<file path="config.mk">
export PLATFORM = sky130hd
export DESIGN_NAME = extreme_vertex_selector
export DESIGN_NICKNAME = d
export VERILOG_FILES = /design/src/evs_pkg.sv /design/src/evs_tracker.sv /design/src/extreme_vertex_selector.sv
export SDC_FILE = /design/constraint.sdc
export NUM_CORES = 2
export LEC_CHECK = 0
export BUFFER_PORTS_ARGS = -buffer_cell sky130_fd_sc_hd__buf_2
export CAP_MARGIN = 30
export CORE_MARGIN = 8
export CORE_UTILIZATION = 40
export DETAILED_ROUTE_END_ITERATION = 10
export GPL_ROUTABILITY_DRIVEN = 0
export HOLD_SLACK_MARGIN = 0.1
export PLACE_DENSITY_LB_ADDON = 0.1
export SLEW_MARGIN = 20
export SYNTH_ARGS = -nofsm -noshare
export SYNTH_HDL_FRONTEND = slang
export SYNTH_SLANG_ARGS = --single-unit
</file>
<file path="constraint.sdc">
create_clock -name clk_i -period 15.01 [get_ports clk_i]
set_input_delay 3.002 -clock clk_i [delete_from_list [all_inputs] [get_ports clk_i]]
set_output_delay 3.002 -clock clk_i [all_outputs]
set_load 0.05 [all_outputs]
</file>
<file path="src/evs_pkg.sv">
`default_nettype none

package evs_pkg;

  // Default coordinate width (signed Q16.16 at 32 bits)
  localparam int unsigned COORD_BITS_DEF = 32;

  // Six tracked extremes
  localparam int unsigned NUM_TRACK = 6;
  localparam int unsigned NUM_AXIS  = 3;

  // Configuration port
  localparam int unsigned CFG_IDX_W = 3;

  typedef enum logic [CFG_IDX_W-1:0] {
    REG_BOX_MIN_X = 3'd0,
    REG_BOX_MIN_Y = 3'd1,
    REG_BOX_MIN_Z = 3'd2,
    REG_BOX_MAX_X = 3'd3,
    REG_BOX_MAX_Y = 3'd4,
    REG_BOX_MAX_Z = 3'd5
  } evs_reg_e;

  // Result kind, also the emission order
  localparam int unsigned KIND_W = 3;

  typedef enum logic [KIND_W-1:0] {
    KIND_LOW_X  = 3'd0,
    KIND_HIGH_X = 3'd1,
    KIND_LOW_Y  = 3'd2,
    KIND_HIGH_Y = 3'd3,
    KIND_LOW_Z  = 3'd4,
    KIND_HIGH_Z = 3'd5
  } evs_kind_e;

  // Control from the top level to each tracker
  typedef struct packed {
    logic seed;    // first vertex of a mesh: load unconditionally
    logic update;  // later vertex: apply the limit/tie rules
  } evs_trk_ctrl_t;

endpackage

`default_nettype wire

</file>
<file path="src/evs_tracker.sv">
`default_nettype none

// One tracked extreme point: holds the point and computes its next value
module evs_tracker #(
  parameter int unsigned W       = evs_pkg::COORD_BITS_DEF,
  parameter int unsigned AXIS    = 0,
  parameter bit          IS_HIGH = 1'b0
) (
  input  wire logic                  clk_i,
  input  wire logic                  rst_ni,
  input  wire evs_pkg::evs_trk_ctrl_t ctrl_i,
  input  wire logic [W-1:0]          vx_i,
  input  wire logic [W-1:0]          vy_i,
  input  wire logic [W-1:0]          vz_i,
  input  wire logic [W-1:0]          limit_i,
  output logic      [W-1:0]          nx_o,
  output logic      [W-1:0]          ny_o,
  output logic      [W-1:0]          nz_o
);

  // Secondary axes used to break a tie on the primary axis
  localparam int unsigned S1 = (AXIS == 0) ? 1 : 0;
  localparam int unsigned S2 = (AXIS == 2) ? 1 : 2;

  logic signed [W-1:0] pv [evs_pkg::NUM_AXIS];
  logic signed [W-1:0] tv [evs_pkg::NUM_AXIS];
  logic [W-1:0] trk_x_q, trk_y_q, trk_z_q;
  logic signed [W-1:0] lim;
  logic beyond, tie, better1, better2, take;

  assign pv[0] = vx_i;
  assign pv[1] = vy_i;
  assign pv[2] = vz_i;
  assign tv[0] = trk_x_q;
  assign tv[1] = trk_y_q;
  assign tv[2] = trk_z_q;
  assign lim   = limit_i;

  // Limit test, tie test and secondary comparisons
  always_comb begin
    if (IS_HIGH) begin
      beyond  = pv[AXIS] >= lim;
      better1 = pv[S1] > tv[S1];
      better2 = pv[S2] > tv[S2];
    end else begin
      beyond  = pv[AXIS] <= lim;
      better1 = pv[S1] < tv[S1];
      better2 = pv[S2] < tv[S2];
    end
    tie  = pv[AXIS] == tv[AXIS];
    take = ctrl_i.seed | (ctrl_i.update & beyond & (~tie | better1 | better2));
  end

  assign nx_o = take ? vx_i : trk_x_q;
  assign ny_o = take ? vy_i : trk_y_q;
  assign nz_o = take ? vz_i : trk_z_q;

  always_ff @(posedge clk_i or negedge rst_ni) begin
    if (!rst_ni) begin
      trk_x_q <= '0;
      trk_y_q <= '0;
      trk_z_q <= '0;
    end else begin
      trk_x_q <= nx_o;
      trk_y_q <= ny_o;
      trk_z_q <= nz_o;
    end
  end

endmodule

`default_nettype wire

</file>
<file path="src/extreme_vertex_selector.sv">
// Extreme vertex selector. Vertices stream in one per cycle (signed Q16.16
// coordinates); the first vertex of a mesh seeds six trackers (low/high x,
// y, z) and later vertices replace a tracker when they lie at or beyond the
// configured box limit on its axis, a tie on that axis needing a strictly
// better secondary coordinate. A request enters an input register and is
// applied from there to all six trackers while not held. On the vertex
// flagged last, the six points are copied into a result buffer and drained
// one per cycle in kind order 0..5 while the receiver does not stall, the
// sixth flagged final_result. Throughput is one vertex per cycle; the only
// wait is a last vertex arriving while the previous mesh's six results are
// still draining. Box registers may only be written while the block is
// idle.
`default_nettype none

module extreme_vertex_selector #(
  parameter int unsigned COORD_BITS = evs_pkg::COORD_BITS_DEF
) (
  input  wire logic                          clk_i,
  input  wire logic                          rst_ni,
  // configuration
  input  wire logic                          cfg_we_i,
  input  wire logic [evs_pkg::CFG_IDX_W-1:0] cfg_idx_i,
  input  wire logic [COORD_BITS-1:0]         cfg_wdata_i,
  // vertex requests
  input  wire logic                          in_valid_i,
  output logic                               in_stall_o,
  input  wire logic [COORD_BITS-1:0]         vertex_x_i,
  input  wire logic [COORD_BITS-1:0]         vertex_y_i,
  input  wire logic [COORD_BITS-1:0]         vertex_z_i,
  input  wire logic                          last_vertex_i,
  // results
  output logic                               out_valid_o,
  input  wire logic                          out_stall_i,
  output logic [evs_pkg::KIND_W-1:0]         extreme_kind_o,
  output logic [COORD_BITS-1:0]              point_x_o,
  output logic [COORD_BITS-1:0]              point_y_o,
  output logic [COORD_BITS-1:0]              point_z_o,
  output logic                               final_result_o
);

  localparam int unsigned NT = evs_pkg::NUM_TRACK;
  localparam int unsigned NA = evs_pkg::NUM_AXIS;

  // Box limit registers
  logic [COORD_BITS-1:0] box_min_q [NA];
  logic [COORD_BITS-1:0] box_max_q [NA];

  always_ff @(posedge clk_i or negedge rst_ni) begin
    if (!rst_ni) begin
      for (int i = 0; i < NA; i++) begin
        box_min_q[i] <= '0;
        box_max_q[i] <= '0;
      end
    end else if (cfg_we_i) begin
      unique case (cfg_idx_i)
        evs_pkg::REG_BOX_MIN_X: box_min_q[0] <= cfg_wdata_i;
        evs_pkg::REG_BOX_MIN_Y: box_min_q[1] <= cfg_wdata_i;
        evs_pkg::REG_BOX_MIN_Z: box_min_q[2] <= cfg_wdata_i;
        evs_pkg::REG_BOX_MAX_X: box_max_q[0] <= cfg_wdata_i;
        evs_pkg::REG_BOX_MAX_Y: box_max_q[1] <= cfg_wdata_i;
        evs_pkg::REG_BOX_MAX_Z: box_max_q[2] <= cfg_wdata_i;
        default: ;  // unused index, write dropped
      endcase
    end
  end

  // Input register
  logic                  in_vld_q, in_last_q;
  logic [COORD_BITS-1:0] in_x_q, in_y_q, in_z_q;

  // Result buffer: entry 0 is presented, shifted down on each accept
  logic                  out_vld_q;
  evs_pkg::evs_kind_e    out_kind_q;
  logic [COORD_BITS-1:0] buf_x_q [NT];
  logic [COORD_BITS-1:0] buf_y_q [NT];
  logic [COORD_BITS-1:0] buf_z_q [NT];

  logic seeded_q;
  logic out_take, drain_free, blocked, step;
  evs_pkg::evs_trk_ctrl_t trk_ctrl;
  logic [COORD_BITS-1:0] nx [NT];
  logic [COORD_BITS-1:0] ny [NT];
  logic [COORD_BITS-1:0] nz [NT];

  // Flow control: only a last vertex waits, for the result buffer
  assign out_take   = out_vld_q & ~out_stall_i;
  assign drain_free = ~out_vld_q | (out_take & (out_kind_q == evs_pkg::KIND_HIGH_Z));
  assign blocked    = in_last_q & ~drain_free;
  assign step       = in_vld_q & ~blocked;
  assign in_stall_o = in_vld_q & blocked;

  assign trk_ctrl.seed   = step & ~seeded_q;
  assign trk_ctrl.update = step & seeded_q;

  always_ff @(posedge clk_i or negedge rst_ni) begin
    if (!rst_ni) begin
      in_vld_q <= 1'b0;
    end else if (!in_stall_o) begin
      in_vld_q <= in_valid_i;
    end
  end

  always_ff @(posedge clk_i) begin
    if (!in_stall_o && in_valid_i) begin
      in_x_q    <= vertex_x_i;
      in_y_q    <= vertex_y_i;
      in_z_q    <= vertex_z_i;
      in_last_q <= last_vertex_i;
    end
  end

  // Seed flag: set after the first vertex, re-armed by the last
  always_ff @(posedge clk_i or negedge rst_ni) begin
    if (!rst_ni) begin
      seeded_q <= 1'b0;
    end else if (step) begin
      seeded_q <= ~in_last_q;
    end
  end

  // Six trackers in parallel
  for (genvar k = 0; k < NT; k++) begin : g_trk
    localparam int unsigned AX = k / 2;
    localparam bit          HI = (k % 2) == 1;

    evs_tracker #(
      .W       (COORD_BITS),
      .AXIS    (AX),
      .IS_HIGH (HI)
    ) u_trk (
      .clk_i   (clk_i),
      .rst_ni  (rst_ni),
      .ctrl_i  (trk_ctrl),
      .vx_i    (in_x_q),
      .vy_i    (in_y_q),
      .vz_i    (in_z_q),
      .limit_i (HI ? box_max_q[AX] : box_min_q[AX]),
      .nx_o    (nx[k]),
      .ny_o    (ny[k]),
      .nz_o    (nz[k])
    );
  end

  // Result buffer control
  always_ff @(posedge clk_i or negedge rst_ni) begin
    if (!rst_ni) begin
      out_vld_q  <= 1'b0;
      out_kind_q <= evs_pkg::KIND_LOW_X;
    end else if (step && in_last_q) begin
      out_vld_q  <= 1'b1;
      out_kind_q <= evs_pkg::KIND_LOW_X;
    end else if (out_take) begin
      if (out_kind_q == evs_pkg::KIND_HIGH_Z) begin
        out_vld_q <= 1'b0;
      end else begin
        out_kind_q <= evs_pkg::evs_kind_e'(out_kind_q + 3'd1);
      end
    end
  end

  // Result buffer data: snapshot of the updated trackers, or shift
  always_ff @(posedge clk_i) begin
    if (step && in_last_q) begin
      for (int i = 0; i < NT; i++) begin
        buf_x_q[i] <= nx[i];
        buf_y_q[i] <= ny[i];
        buf_z_q[i] <= nz[i];
      end
    end else if (out_take) begin
      for (int i = 0; i < NT - 1; i++) begin
        buf_x_q[i] <= buf_x_q[i+1];
        buf_y_q[i] <= buf_y_q[i+1];
        buf_z_q[i] <= buf_z_q[i+1];
      end
    end
  end

  assign out_valid_o    = out_vld_q;
  assign extreme_kind_o = out_kind_q;
  assign point_x_o      = buf_x_q[0];
  assign point_y_o      = buf_y_q[0];
  assign point_z_o      = buf_z_q[0];
  assign final_result_o = out_kind_q == evs_pkg::KIND_HIGH_Z;

endmodule

`default_nettype wire

</file>
# Yosys cells after proc, flatten, opt, wreduce, memory -nomap -nowiden
# Memory sizes are Yosys's and may differ from the RTL's.
# Index checks and enable logic that the tools add are counted.
# classes
n_mux	44
n_bitwise	65
eq_ne	13
add_sub_neg	1
n_reduce_logical	14
order_cmp	18
# ops
op	n
2-to-1 mux 32 bit	33
== test 32 bit	6
> comparator 32 bit	6
< comparator 32 bit	6
greater-or-equal comparator 32 bit	3
less-or-equal comparator 32 bit	3
OR 1 bit	34
AND 1 bit	19
AND reduction 2 bit	8
NOT 1 bit	12
== test 3 bit (second input constant)	3
2-to-1 mux 3 bit	3
2-to-1 mux 1 bit	8
== test 3 x 2 -> 1 bit (second input constant)	2
nonzero test 2 bit	2
adder 3 x 1 -> 3 bit (second input constant)	1
== test 3 x 1 -> 1 bit (second input constant)	1
zero test 3 bit	1
logical AND 1 bit	2
!= test 2 x 1 -> 1 bit (second input constant)	1
zero test 1 bit	1
# word_totals
memories	3
reg_bits	871
output_inout_bits	102
mem_bits_rw	576
input_bits	137
wordCells	190
# memory_table
name	words	width	read_ports	rd_ports_with_merged_regs	write_ports	line	text
buf_x_q	6	32	6	0	6	extreme_vertex_selector.sv:74	logic [COORD_BITS-1:0] buf_x_q [NT];
buf_y_q	6	32	6	0	6	extreme_vertex_selector.sv:75	logic [COORD_BITS-1:0] buf_y_q [NT];
buf_z_q	6	32	6	0	6	extreme_vertex_selector.sv:76	logic [COORD_BITS-1:0] buf_z_q [NT];

# Logic depth before layout (Yosys ltp)
# depth
ltp_word	14
mapped_depth	15
ltp_nobuf	11

# Modules after synthesis
# From an unflattened synthesis, not the netlist that was laid out.
# unflattened
cells_unflattened	6375
hier_area_um2	78071.1
# modules_own_cells
mod	cells_each	n_inst	seq_area_each_um2	area_per_inst_um2
extreme_vertex_selector	1689	1	25164.1	34645.7
evs_tracker (g_trk[0].u_trk ...)	963	3	2402.3	8101.5
evs_tracker (g_trk[3].u_trk ...)	600	2	2402.3	6368.6
evs_tracker (g_trk[1].u_trk)	597	1	2402.3	6383.6

# Worst setup path before layout
# No wires, ideal clock.
# synth_path
path_type	input to register
start	input out_stall_i
end	memory buf_x_q[0][0] (netlist bit), enable pin
cell_stages	4
slack_ns	0.386
n_path_buf	0
required_time_ns	14.143
t_arrival_ns	13.758
setup_time_ns	0.867
path_cell_list	o21a_1 > a21boi_1 > nand2_1 > nand2_1
# synth_lines
element	line	text
from (decl)	extreme_vertex_selector.sv:33	input wire logic out_stall_i,
to (decl)	extreme_vertex_selector.sv:74	

# Worst setup path in the final report
# layout_path
start	input out_stall_i
end	output in_stall_o
# layout_between
elab_chain_len	7
# layout_rtl
element	line	text
NOT 1 bit	extreme_vertex_selector.sv:86	assign out_take = out_vld_q & ~out_stall_i;
AND 1 bit	extreme_vertex_selector.sv:86	
AND 1 bit	extreme_vertex_selector.sv:87	assign drain_free = ~out_vld_q | (out_take & (out_kind_q == evs_pkg::KIND_HIGH_Z));
OR 1 bit	extreme_vertex_selector.sv:87	
NOT 1 bit	extreme_vertex_selector.sv:88	assign blocked = in_last_q & ~drain_free;
AND 1 bit	extreme_vertex_selector.sv:88	
AND 1 bit	extreme_vertex_selector.sv:90	assign in_stall_o = in_vld_q & blocked;
to (decl)	extreme_vertex_selector.sv:26	output logic in_stall_o,
# Every way passes these cells.

==> metrics <==
Routed WL=228 mm; Core Area=183000 sq um; CTS Hold Buffers Added=0; crit-path max FO=3; Die Span Y=444 um; synthesized flop and latch total=1447; WP data required=12010 ps; Post-synth ARST share=53.5%; total of max-cap violations=0; H-tree depth=4; Layout area overhead=12.2%; dpl hpwl=153 mm; FP Rows=157; slowest stage cell on the critical path=buf_2; most used cell along the critical path=buf_2; Post-CTS Setup Repair Bufs=0; clock latency at the later pin of the worst-skew pair=810 ps; LEAKAGE=36.5 nW; reg2reg end=g_trk[0].u_trk.trk_y_q[6]$_DFF_PN0_; most common cell after layout, fill and taps aside=inv_1; initial antenna violation count=25; Final Setup Violations=0; drt pass-1 iters=6; total routing usage reported by global routing=22.7%; syn nets=7334; fin util=45.1%; minimum clock period=6740 ps; worst reg2reg path depth=10; post-CTS sizing=0; critical path class=input pin to primary output; TritonCTS Sinks=1447; post-synth cell types=70; I/O pin count=239; syn avg cell area=11.1 sq um; antenna viol nets, final=0; DR vias=50300; crit path capture type=primary output; root buf cell=clkbuf_16; crit share post-route=44.9%; port bufs=238; Initial Util=40.2%; yosys warns=0; Starting DRT DRC Count=3718; R2R setup slack=8890 ps; Fin. Hold Viols=0; PD cells=222 nW/um^2; commonest non-fill, non-tap cells in the layout=841 x inv_1, 774 x dfrtp_1, 673 x edfxtp_1; wire per inst=24.7 um; Hold Path End=g_trk[2].u_trk.trk_z_q[26]$_DFF_PN0_; Pins Over Slew Limit=0; peak supply drop=141 uV; status=finished, final reports clean; Layout Nets=7419; fillcell total=17200; Seq/Total Area, Yosys=53.9%; maximum buffer depth of the clock tree=3; Hold Path Origin=g_trk[2].u_trk.trk_z_q[26]$_DFF_PN0_; worst-margin pin slew=1050 ps; synthesized area=73400 sq um; die area=198000 sq um; total gr overflow=0; total CTS buffers=167; HP Class=flip-flop to flip-flop; Die W=444 um; CP Data Arrival Time=3740 ps; Fmax=148 MHz; DRC viols=0; slew margin rel.=29.8%; vias in the first global route=50800; crit-path cells=buf_2 -> o21a_1 -> nand3_1 -> inv_1 -> buf_2; hold slack=503 ps; EDFF count, synth=673; Min-Delay Path Depth=2; drt via density=5.44; critical path launch point type=input pin; Setup Skew=36.2 ps; Syn Inst Count=6625; global-route wire length before repair=340 mm; setup TNS=0 ps; CTS tree=done; launch point of the worst reg-to-reg path=in_x_q[28]$_DFFE_PP_; unrepaired setup endpoints after global routing=false; largest net degree at the start of global routing=172; fraction of layout cells with a size suffix above 1=14.0%; critical path's largest stage delay=260 ps; Top FF cell, synth=dfrtp_1; Worst-path clk slew=50 ps
==> cell usage after synthesis (78+ instances only) <==
library cell / number / area share, %
mux2i_1: 286 / 3.9
o31ai_1: 105 / 1.1
buf_4: 106 / 1.1
nand4_1: 114 / 0.97
ha_1: 572 / 9.7
mux2_2: 302 / 4.6
a21o_1: 82 / 0.84
xor2_1: 78 / 0.93
nand2_1: 234 / 1.2
inv_1: 842 / 4.3
o21ai_0: 490 / 3.3
a31oi_1: 197 / 1.7
dfrtp_1: 774 / 26
xnor2_1: 116 / 1.4
clkbuf_1: 285 / 1.5
nor2_1: 415 / 2.1
edfxtp_1: 673 / 28
a21oi_1: 542 / 3.7
==> area by class of cell <==
type                    count  area [sq um]  area share (%)
inverters                 842          3160            3.84
well taps                2385          2980            3.62
clock buffers             250          4840            5.87
repair buffers            386          2590            3.15
multi-input cells        3866         28600            34.7
clock inverters            63           622           0.755
flip-flops and latches   1447         39600            48.0
diodes                     14          35.0          0.0425
==> power breakdown <==
group	switching [mW]	internal [mW]
Clock	1.70	2.40
Sequential	0.761	6.31
Combinational	4.63	2.52
==> worst max-delay path, delay by kind of cell <==
family,cells,cell delay [ps]
AOI/OAI and AO/OA,1,170
and+or+nand+nor,1,130
buffers and inverters,3,450
==> stage by stage <==
| step | total power [mW] | std cells | setup WS, ps | area (sq um) |
|---|---|---|---|---|
| after floorplan | 12.2 | 6625 | 386 | 73400 |
| after global placement | 14.1 | 8913 | 7460 | 76600 |
| after detailed placement | 14.3 | 8917 | 7640 | 76700 |
| after CTS | 18.5 | 9230 | 8260 | 82200 |
| after global routing | 19.5 | 9249 | 8220 | 82400 |
| final | 18.3 | 9253 | 8270 | 82400 |
==> worst max-delay path by stage <==
stage / startpoint / endpoint / slack (ps) / depth (start not counted)
CTS: out_stall_i / in_stall_o / 8260 / 5
floorplan: out_stall_i / buf_x_q[0][0]$_DFFE_PP_ / 390 / 4
detailed placement: out_stall_i / buf_y_q[0][57]$_DFFE_PP_ / 7640 / 8
finish: out_stall_i / in_stall_o / 8270 / 5
global route: out_stall_i / in_stall_o / 8220 / 5
global placement: out_stall_i / buf_y_q[0][57]$_DFFE_PP_ / 7460 / 7
==> sequential cells by signal, indices dropped and copies added, names as in the netlist, 3 cells and up <==
name                 cells
buf_y_q                192
g_trk.u_trk.trk_y_q    192
buf_z_q                192
in_x_q                  32
box_min_q               96
g_trk.u_trk.trk_x_q    192
in_y_q                  32
g_trk.u_trk.trk_z_q    192
box_max_q               96
in_z_q                  32
extreme_kind_o           3
buf_x_q                192
==> cell families (layout without fill, tap and decap cells) <==
kind of cell	count (synthesis)	count (layout)	synth area share, %
AOI/OAI and AO/OA	1540	1540	12.0
xor gates and xnor gates	194	194	2.31
adders and majority gates	572	572	9.74
buffers and inverters	1312	1541	7.45
DFF	1447	1447	53.9
muxes	588	588	8.53
other	0	14	0
and+or+nand+nor	972	972	6.04
==> metal layers <==
layer / track usage [%] / routed length, um
met1: 32.1 / 106000
met2: 36.6 / 106000
met3: 2.91 / 9680
met4: 6.72 / 5890
met5: 0 / 0
Note: power is estimated with default switching activity, not from simulation.
